<file path="src/hw/rtl/mvp_pkg.sv">
// ----------------------------------------------------------------------------
// mvp_pkg
// Shared types and constants for the motion vector median predictor.
// ----------------------------------------------------------------------------
package mvp_pkg;

    localparam int COMP_W   = 16;
    localparam int MV_W     = 2 * COMP_W;
    localparam int STAT_W   = 2;
    localparam int IN_W     = 144;
    localparam int OUT_W    = MV_W;

    localparam logic [STAT_W-1:0] ST_ABSENT   = 2'd0;
    localparam logic [STAT_W-1:0] ST_ELIGIBLE = 2'd2;

    typedef logic signed [COMP_W-1:0] mvp_comp_t;

    typedef struct packed {
        logic      cur_skip;
        logic [1:0] a_status;
        logic      a_ref_zero;
        logic [MV_W-1:0] a_mv;
        logic [1:0] b_status;
        logic      b_ref_zero;
        logic [MV_W-1:0] b_mv;
        logic [1:0] c_status;
        logic [MV_W-1:0] c_mv;
        logic [1:0] d_status;
        logic [MV_W-1:0] d_mv;
    } mvp_req_t;

    // after decode: masked candidates, plus the direct (non-median) answer
    typedef struct packed {
        logic      forced;
        logic      direct;
        mvp_comp_t dir_x;
        mvp_comp_t dir_y;
        mvp_comp_t p_x;
        mvp_comp_t p_y;
        mvp_comp_t q_x;
        mvp_comp_t q_y;
        mvp_comp_t r_x;
        mvp_comp_t r_y;
    } mvp_dec_t;

    typedef struct packed {
        logic pq;
        logic rp;
        logic rq;
    } mvp_lt_t;

    typedef struct packed {
        mvp_dec_t dec;
        mvp_lt_t  lt_x;
        mvp_lt_t  lt_y;
    } mvp_cmp_t;

    typedef struct packed {
        logic      forced;
        mvp_comp_t x;
        mvp_comp_t y;
    } mvp_res_t;

    function automatic mvp_comp_t mvp_med3(input mvp_comp_t p, input mvp_comp_t q,
                                           input mvp_comp_t r, input mvp_lt_t lt);
        mvp_comp_t m;
        if (lt.pq)
        begin
            m = lt.rp ? p : (lt.rq ? r : q);
        end
        else
        begin
            m = lt.rq ? q : (lt.rp ? r : p);
        end
        return m;
    endfunction

endpackage

</file>
<file path="src/hw/rtl/mvp_decode.sv">
// ----------------------------------------------------------------------------
// mvp_decode
// Stage 1: neighbor selection, eligibility masking and skip rule.
// ----------------------------------------------------------------------------
module mvp_decode
    import mvp_pkg::*;
(
    input  logic     clk,
    input  logic     rst_n,
    input  logic     in_valid,
    output logic     in_ready,
    input  mvp_req_t in_req,
    output logic     out_valid,
    input  logic     out_ready,
    output mvp_dec_t out_dec
);

    logic     valid_reg;
    mvp_dec_t dec_reg;
    mvp_dec_t dec_next;

    logic            pa, pb, pc, pt;
    logic            ea, eb, et;
    logic [1:0]      t_status;
    logic [MV_W-1:0] t_mv;
    logic [MV_W-1:0] va, vb, vt, vd;
    logic            forced, multi;

    assign in_ready  = !valid_reg || out_ready;
    assign out_valid = valid_reg;
    assign out_dec   = dec_reg;

    always_comb
    begin
        pc       = in_req.c_status != ST_ABSENT;
        t_status = pc ? in_req.c_status : in_req.d_status;
        t_mv     = pc ? in_req.c_mv : in_req.d_mv;
        pa       = in_req.a_status != ST_ABSENT;
        pb       = in_req.b_status != ST_ABSENT;
        pt       = t_status != ST_ABSENT;
        ea       = in_req.a_status == ST_ELIGIBLE;
        eb       = in_req.b_status == ST_ELIGIBLE;
        et       = t_status == ST_ELIGIBLE;
        forced   = in_req.cur_skip && (!pa || !pb ||
                   (in_req.a_ref_zero && in_req.a_mv == '0) ||
                   (in_req.b_ref_zero && in_req.b_mv == '0));
        va       = ea ? in_req.a_mv : '0;
        vb       = eb ? in_req.b_mv : '0;
        vt       = et ? t_mv : '0;
        multi    = (ea && eb) || (ea && et) || (eb && et);
        // with B and T both absent only A can be eligible, so no median then
        vd       = forced ? '0 : (va | vb | vt);

        dec_next.forced = forced;
        dec_next.direct = forced || !multi || (!pb && !pt);
        dec_next.dir_x  = mvp_comp_t'(vd[COMP_W-1:0]);
        dec_next.dir_y  = mvp_comp_t'(vd[MV_W-1:COMP_W]);
        dec_next.p_x    = mvp_comp_t'(va[COMP_W-1:0]);
        dec_next.p_y    = mvp_comp_t'(va[MV_W-1:COMP_W]);
        dec_next.q_x    = mvp_comp_t'(vb[COMP_W-1:0]);
        dec_next.q_y    = mvp_comp_t'(vb[MV_W-1:COMP_W]);
        dec_next.r_x    = mvp_comp_t'(vt[COMP_W-1:0]);
        dec_next.r_y    = mvp_comp_t'(vt[MV_W-1:COMP_W]);
    end

    always_ff @(posedge clk or negedge rst_n)
    begin
        if (!rst_n)
        begin
            valid_reg <= 1'b0;
        end
        else if (in_ready)
        begin
            valid_reg <= in_valid;
        end
    end

    always_ff @(posedge clk)
    begin
        if (in_ready && in_valid)
        begin
            dec_reg <= dec_next;
        end
    end

endmodule

</file>
<file path="src/hw/rtl/mvp_compare.sv">
// ----------------------------------------------------------------------------
// mvp_compare
// Stage 2: pairwise signed compares of the three candidates, per component.
// ----------------------------------------------------------------------------
module mvp_compare
    import mvp_pkg::*;
(
    input  logic     clk,
    input  logic     rst_n,
    input  logic     in_valid,
    output logic     in_ready,
    input  mvp_dec_t in_dec,
    output logic     out_valid,
    input  logic     out_ready,
    output mvp_cmp_t out_cmp
);

    logic     valid_reg;
    mvp_cmp_t cmp_reg;
    mvp_cmp_t cmp_next;

    assign in_ready  = !valid_reg || out_ready;
    assign out_valid = valid_reg;
    assign out_cmp   = cmp_reg;

    always_comb
    begin
        cmp_next.dec     = in_dec;
        cmp_next.lt_x.pq = in_dec.p_x < in_dec.q_x;
        cmp_next.lt_x.rp = in_dec.r_x < in_dec.p_x;
        cmp_next.lt_x.rq = in_dec.r_x < in_dec.q_x;
        cmp_next.lt_y.pq = in_dec.p_y < in_dec.q_y;
        cmp_next.lt_y.rp = in_dec.r_y < in_dec.p_y;
        cmp_next.lt_y.rq = in_dec.r_y < in_dec.q_y;
    end

    always_ff @(posedge clk or negedge rst_n)
    begin
        if (!rst_n)
        begin
            valid_reg <= 1'b0;
        end
        else if (in_ready)
        begin
            valid_reg <= in_valid;
        end
    end

    always_ff @(posedge clk)
    begin
        if (in_ready && in_valid)
        begin
            cmp_reg <= cmp_next;
        end
    end

endmodule

</file>
<file path="src/hw/rtl/mvp_select.sv">
// ----------------------------------------------------------------------------
// mvp_select
// Stage 3: median pick or direct vector, into the output register.
// ----------------------------------------------------------------------------
module mvp_select
    import mvp_pkg::*;
(
    input  logic     clk,
    input  logic     rst_n,
    input  logic     in_valid,
    output logic     in_ready,
    input  mvp_cmp_t in_cmp,
    output logic     out_valid,
    input  logic     out_ready,
    output mvp_res_t out_res
);

    logic     valid_reg;
    mvp_res_t res_reg;
    mvp_res_t res_next;

    assign in_ready  = !valid_reg || out_ready;
    assign out_valid = valid_reg;
    assign out_res   = res_reg;

    always_comb
    begin
        res_next.forced = in_cmp.dec.forced;
        if (in_cmp.dec.direct)
        begin
            res_next.x = in_cmp.dec.dir_x;
            res_next.y = in_cmp.dec.dir_y;
        end
        else
        begin
            res_next.x = mvp_med3(in_cmp.dec.p_x, in_cmp.dec.q_x, in_cmp.dec.r_x,
                                  in_cmp.lt_x);
            res_next.y = mvp_med3(in_cmp.dec.p_y, in_cmp.dec.q_y, in_cmp.dec.r_y,
                                  in_cmp.lt_y);
        end
    end

    always_ff @(posedge clk or negedge rst_n)
    begin
        if (!rst_n)
        begin
            valid_reg <= 1'b0;
        end
        else if (in_ready)
        begin
            valid_reg <= in_valid;
        end
    end

    always_ff @(posedge clk)
    begin
        if (in_ready && in_valid)
        begin
            res_reg <= res_next;
        end
    end

endmodule

</file>
<file path="src/hw/rtl/mv_median_predictor.sv">
// ----------------------------------------------------------------------------
// mv_median_predictor
// Motion vector predictor for a 16x16 macroblock from neighbors A, B, C, D.
// ----------------------------------------------------------------------------
// Three register stages (decode, compare, select); an accepted request moves
// through them in that order, the select register driving the output, and
// one request is taken every cycle while the output side keeps up. Each stage
// holds its own valid bit, so a stall on the output only backs up as far as
// the first empty stage.
module mv_median_predictor
    import mvp_pkg::*;
(
    input  logic             clk,
    input  logic             rst_n,
    input  logic             s_axis_tvalid,
    output logic             s_axis_tready,
    // a_status, a_ref_zero, a_mv, b_status, b_ref_zero, b_mv,
    // c_status, c_mv, d_status, d_mv, zero pad
    input  logic [IN_W-1:0]  s_axis_tdata,
    // cur_skip
    input  logic             s_axis_tuser,
    output logic             m_axis_tvalid,
    input  logic             m_axis_tready,
    // pred_mv_x, pred_mv_y
    output logic [OUT_W-1:0] m_axis_tdata,
    // skip_forced_zero
    output logic             m_axis_tuser
);

    mvp_req_t req;
    mvp_dec_t dec;
    mvp_cmp_t cmp;
    mvp_res_t res;
    logic     dec_valid, dec_ready;
    logic     cmp_valid, cmp_ready;

    always_comb
    begin
        req.cur_skip   = s_axis_tuser;
        req.a_status   = s_axis_tdata[1:0];
        req.a_ref_zero = s_axis_tdata[2];
        req.a_mv       = s_axis_tdata[34:3];
        req.b_status   = s_axis_tdata[36:35];
        req.b_ref_zero = s_axis_tdata[37];
        req.b_mv       = s_axis_tdata[69:38];
        req.c_status   = s_axis_tdata[71:70];
        req.c_mv       = s_axis_tdata[103:72];
        req.d_status   = s_axis_tdata[105:104];
        req.d_mv       = s_axis_tdata[137:106];
    end

    mvp_decode u_decode
    (
        .clk       (clk),
        .rst_n     (rst_n),
        .in_valid  (s_axis_tvalid),
        .in_ready  (s_axis_tready),
        .in_req    (req),
        .out_valid (dec_valid),
        .out_ready (dec_ready),
        .out_dec   (dec)
    );

    mvp_compare u_compare
    (
        .clk       (clk),
        .rst_n     (rst_n),
        .in_valid  (dec_valid),
        .in_ready  (dec_ready),
        .in_dec    (dec),
        .out_valid (cmp_valid),
        .out_ready (cmp_ready),
        .out_cmp   (cmp)
    );

    mvp_select u_select
    (
        .clk       (clk),
        .rst_n     (rst_n),
        .in_valid  (cmp_valid),
        .in_ready  (cmp_ready),
        .in_cmp    (cmp),
        .out_valid (m_axis_tvalid),
        .out_ready (m_axis_tready),
        .out_res   (res)
    );

    assign m_axis_tdata = {res.y, res.x};
    assign m_axis_tuser = res.forced;

endmodule

</file>
<file path="config.mk">
export PLATFORM = sky130hd
export DESIGN_NAME = mv_median_predictor
export DESIGN_NICKNAME = d
export VERILOG_FILES = /design/src/hw/rtl/mvp_pkg.sv /design/src/hw/rtl/mvp_decode.sv /design/src/hw/rtl/mvp_compare.sv /design/src/hw/rtl/mvp_select.sv /design/src/hw/rtl/mv_median_predictor.sv
export SDC_FILE = /design/constraint.sdc
export NUM_CORES = 1
export LEC_CHECK = 0
export ABC_CLOCK_PERIOD_IN_PS = 4200
export BUFFER_PORTS_ARGS = -buffer_cell sky130_fd_sc_hd__buf_2
export CAP_MARGIN = 20
export CORE_AREA = 2 2 227 229
export DETAILED_ROUTE_END_ITERATION = 8
export DIE_AREA = 0 0 229 231
export PLACE_DENSITY_LB_ADDON = 0.3
export SLEW_MARGIN = 20
export SYNTH_ARGS = -nofsm -noshare
export SYNTH_HDL_FRONTEND = slang
export SYNTH_HIERARCHICAL = 1
export SYNTH_SLANG_ARGS = --single-unit
</file>
<file path="constraint.sdc">
create_clock -name clk -period 4.2 [get_ports clk]
set_clock_uncertainty 0.2 [all_clocks]
set_input_delay 0.42 -clock clk [delete_from_list [all_inputs] [get_ports clk]]
set_output_delay 0.42 -clock clk [all_outputs]
set_load 0.005 [all_outputs]
</file>
==> metrics.md <==
| Metric | Value |
|---|---|
| Tot Pwr | 0.00789 W |
| Clock Power Share | 36.6% |
| Vias in the first global route | 10201 |
| Internal Power | 0.00582 W |
| Logic pwr share | 14.4% |
| DR DRC count | 0 |
| Sw Ratio | 26.2% |
| Combinational family with the most area after synthesis | simple AND/OR/NAND/NOR gates |
| GR Overflow Total | 0 |
| CTS clk-pin slew, worst paths | 60 ps |
| Final wirelength | 42700 um |
| Std-Cell Rows | 83 |
| Critical path class | register to register |
| RSZ-0062 raised after global routing | false |
| Post-synth EDFFs | 299 |
| WP buf/inv | 1 |
| Worst slew margin | 28.4% |
| CTS tree | yes |
| Worst setup path startpoint | u_compare/out_cmp[2] |
| Clk root buf | clkbuf_16 |
| Area grow syn2layout | 17.9% |
| Crit path launch type | register |
| Routed Antenna Nets | 0 |
| Post-Synth Adder-Cell Area | 7.49% |
| Via Count | 10004 |
| Layout Nets | 1544 |
| Die W | 229 um |
| P_sw | 0.00207 W |
| I/O pin total | 184 |
| Clock buffer depth | 3 |
| Worst Hold Launch | s_axis_tdata[62] |
| R2r setup slk | 1330 ps |
| Routed len/inst | 21.2 um |
| Xor and xnor area share after synthesis | 0.0583% |
| Slowest cell on the critical path | edfxtp_1 |
| Share of layout cells above drive strength 1 | 24.5% |
| Largest stage delay, worst path | 1060 ps |
| Post-route minimum period | 2870 ps |
| Yosys cell types | 63 |
| Sink of the worst hold path | u_decode/out_dec[40] |
| Resize count post-CTS | 0 |
| Primary FF master, synth | edfxtp_1 |
| Syn Area/Cell | 13.3 sq um |
| Initial core utilization | 29.7% |
| Cells on worst reg2reg path | 4 |
| WHS | 23.0 ps |
| GP Congestion | 0.823 |
| Cell count after synthesis | 1126 |
| Placed cell count | 1943 |
| Hold Crit Depth | 2 |
| CP endpoint kind | register |
| Delay-heaviest family, CP | flip-flops |
| Seq pwr share | 49.0% |
| Iteration-0 DRC Markers | 745 |
| Fin. Hold Viols | 0 |
| Worst Hold Class | primary input to register |
| Clk Latency, worst-skew pair | 530 ps |
| Die Height | 231 um |
| Run status | completed |
| Fin Setup TNS | 0 ps |
| Clk sinks | 302 |
| Port Buffers | 177 |
| Reg-to-Reg Start | u_compare/out_cmp[2] |
| Seq cells post-synth | 302 |
| Final period util | 68.3% |
| Simple-Gate Fraction of Synth Area | 15.1% |
| Utilization after layout | 35.0% |
| Largest net degree at the start of global routing | 98 |
| Initial antenna violation count | 6 |
| Post-DP HPWL | 30700 um |
| CTS Buf Count | 34 |
| Fin cells | 2010 |
| Leakage power | 6.80 nW |
| Vias per cell | 4.98 |
| Arrival time at the worst endpoint | 2910 ps |
| Setup violators final | 0 |
| Reg2reg end | u_select/out_res[14] |
| Sequential-to-total area share from yosys stat | 60.2% |
| Synth Warn # | 6 |
| Worst path cell trace | nand2_1 -> buf_4 -> o22ai_1 -> o41ai_2 |
| First-pass GRT wire length | 63100 um |
| Async S/R FF share, synth | 0.993% |
| Power density over the cells | 445 mW/mm^2 |
| Die Area | 0.0529 sq mm |
| Tightest Pin Transition | 1070 ps |
| Crit path max fanout | 24 |
| Max-capacitance violation count | 0 |
| CP required | 4240 ps |
| Total track usage | 15.9% |
| Fmax | 348 MHz |
| H-tree levels | 2 |
| Syn nets | 1365 |
| Multiplexer share of the synthesized area | 2.44% |
| Compound-gate portion of the synthesized area | 10.5% |
| Synthesized cell area | 0.0150 sq mm |
| N_diodes | 0 |
| Final Max Tran Viols | 0 |
| Core area | 0.0507 sq mm |
| Postcts setup bufs | 0 |
| Router iterations before antenna repair | 5 |
| VDD IR max | 204 uV |
## synthesized netlist by cell type, types with 4 or more instances
cell / instances / area, sq um
nor2b_1: 7 / 43.8
a21oi_1: 68 / 340
buf_4: 12 / 90.1
nand4bb_1: 32 / 360
and2_1: 66 / 413
nand4_1: 17 / 106
nor3_2: 21 / 210
o41ai_1: 11 / 96.3
o41ai_2: 20 / 325
edfxtp_1: 299 / 8980
nor3_1: 52 / 260
inv_1: 63 / 236
a21o_1: 14 / 105
nor2_1: 33 / 124
mux2i_1: 4 / 40.0
o22ai_1: 32 / 200
o32ai_1: 28 / 245
o21ai_0: 8 / 40.0
buf_2: 8 / 40.0
nor2_2: 4 / 25.0
buf_6: 12 / 135
a41o_1: 4 / 40.0
nand2b_1: 13 / 81.3
mux2_1: 8 / 90.1
nand2_1: 82 / 308
clkbuf_1: 21 / 78.8
nand3_1: 6 / 30.0
a211oi_1: 5 / 37.5
nor4_1: 11 / 68.8
ha_1: 90 / 1130
mux2_2: 21 / 236
## state kept, by name (all words and copies together), names as in the netlist
signal	cells
u_select/out_res	33
u_select/out_valid	1
u_compare/out_valid	1
u_decode/out_dec	130
u_decode/out_valid	1
u_compare/out_cmp	136
## through the flow
| step | cell area, sq um | setup slack (ps) |
|---|---|---|
| 3_3_place_gp | 16600 | 1230 |
| 3_5_place_dp | 16600 | 1220 |
| 4_1_cts | 17700 | 1240 |
| 2_1_floorplan | 15000 | 1130 |
| 5_1_grt | 17700 | 1240 |
| 6_report | 17700 | 1330 |
## layout by cell type (no fill, tap or decap), types with 32 or more instances in the layout
master / Yosys / final
a21oi_1: 68 / 68
and2_1: 66 / 63
buf_2: 8 / 177
clkbuf_16: 0 / 34
edfxtp_1: 299 / 299
ha_1: 90 / 90
inv_1: 63 / 63
nand2_1: 82 / 82
nand4bb_1: 32 / 32
nor2_1: 33 / 33
nor3_1: 52 / 52
o22ai_1: 32 / 32
## worst max-delay path by stage
stage	cells past startpoint	end
floorplan	4	u_decode/out_dec[0]
global placement	6	u_decode/out_dec[111]
detailed placement	6	u_decode/out_dec[111]
CTS	7	u_decode/out_dec[111]
global route	7	u_decode/out_dec[111]
finish	4	u_select/out_res[14]
## metal layers
layer,up-vias,share of wire [%],routed length (um),track usage (%)
li1,4715,-,-,-
met1,4929,47,20000,22.4
met2,310,46,19500,25.7
met3,50,5.2,2230,2.24
met4,0,2.1,886,4.22
met5,-,0,0,0
## worst register-to-register path, stage by stage, from the launching register on
cell	delay, ps
edfxtp_1	1060
nand2_1	630
buf_4	370
o22ai_1	180
o41ai_2	140
## power groups by stage
stage	logic (W)	registers [W]	clock network [W]
floorplan	0.000769	0.00385	0
global placement	0.00110	0.00393	0
detailed placement	0.00113	0.00393	0
CTS	0.00114	0.00387	0.00296
global route	0.00125	0.00390	0.00306
finish	0.00114	0.00387	0.00288
## final cells by class
| class | instances | area (sq um) |
|---|---|---|
| clock inverter | 18 | 179 |
| clock buffer | 43 | 885 |
| multi-input combinational | 701 | 5370 |
| inverter | 63 | 236 |
| fill | 5016 | 33000 |
| tap | 680 | 851 |
| timing repair buffer | 203 | 1140 |
| sequential | 302 | 9050 |
## kinds of logic (layout without fill, tap and decap cells)
kind of cell               Yosys count  in the layout
and+or+nand+nor                    371            371
AOI/OAI and AO/OA                  206            206
DFF                                302            302
adders and majority gates           90             90
xor gates and xnor gates             1              1
muxes                               33             33
buffers and inverters              123            327
## repair_timing
action	in CTS	in global routing
endpoints found under the setup margin	0	0
hold buffers	6	0
endpoints found under the hold margin	7	0
Note: power is estimated with default switching activity, not from simulation.
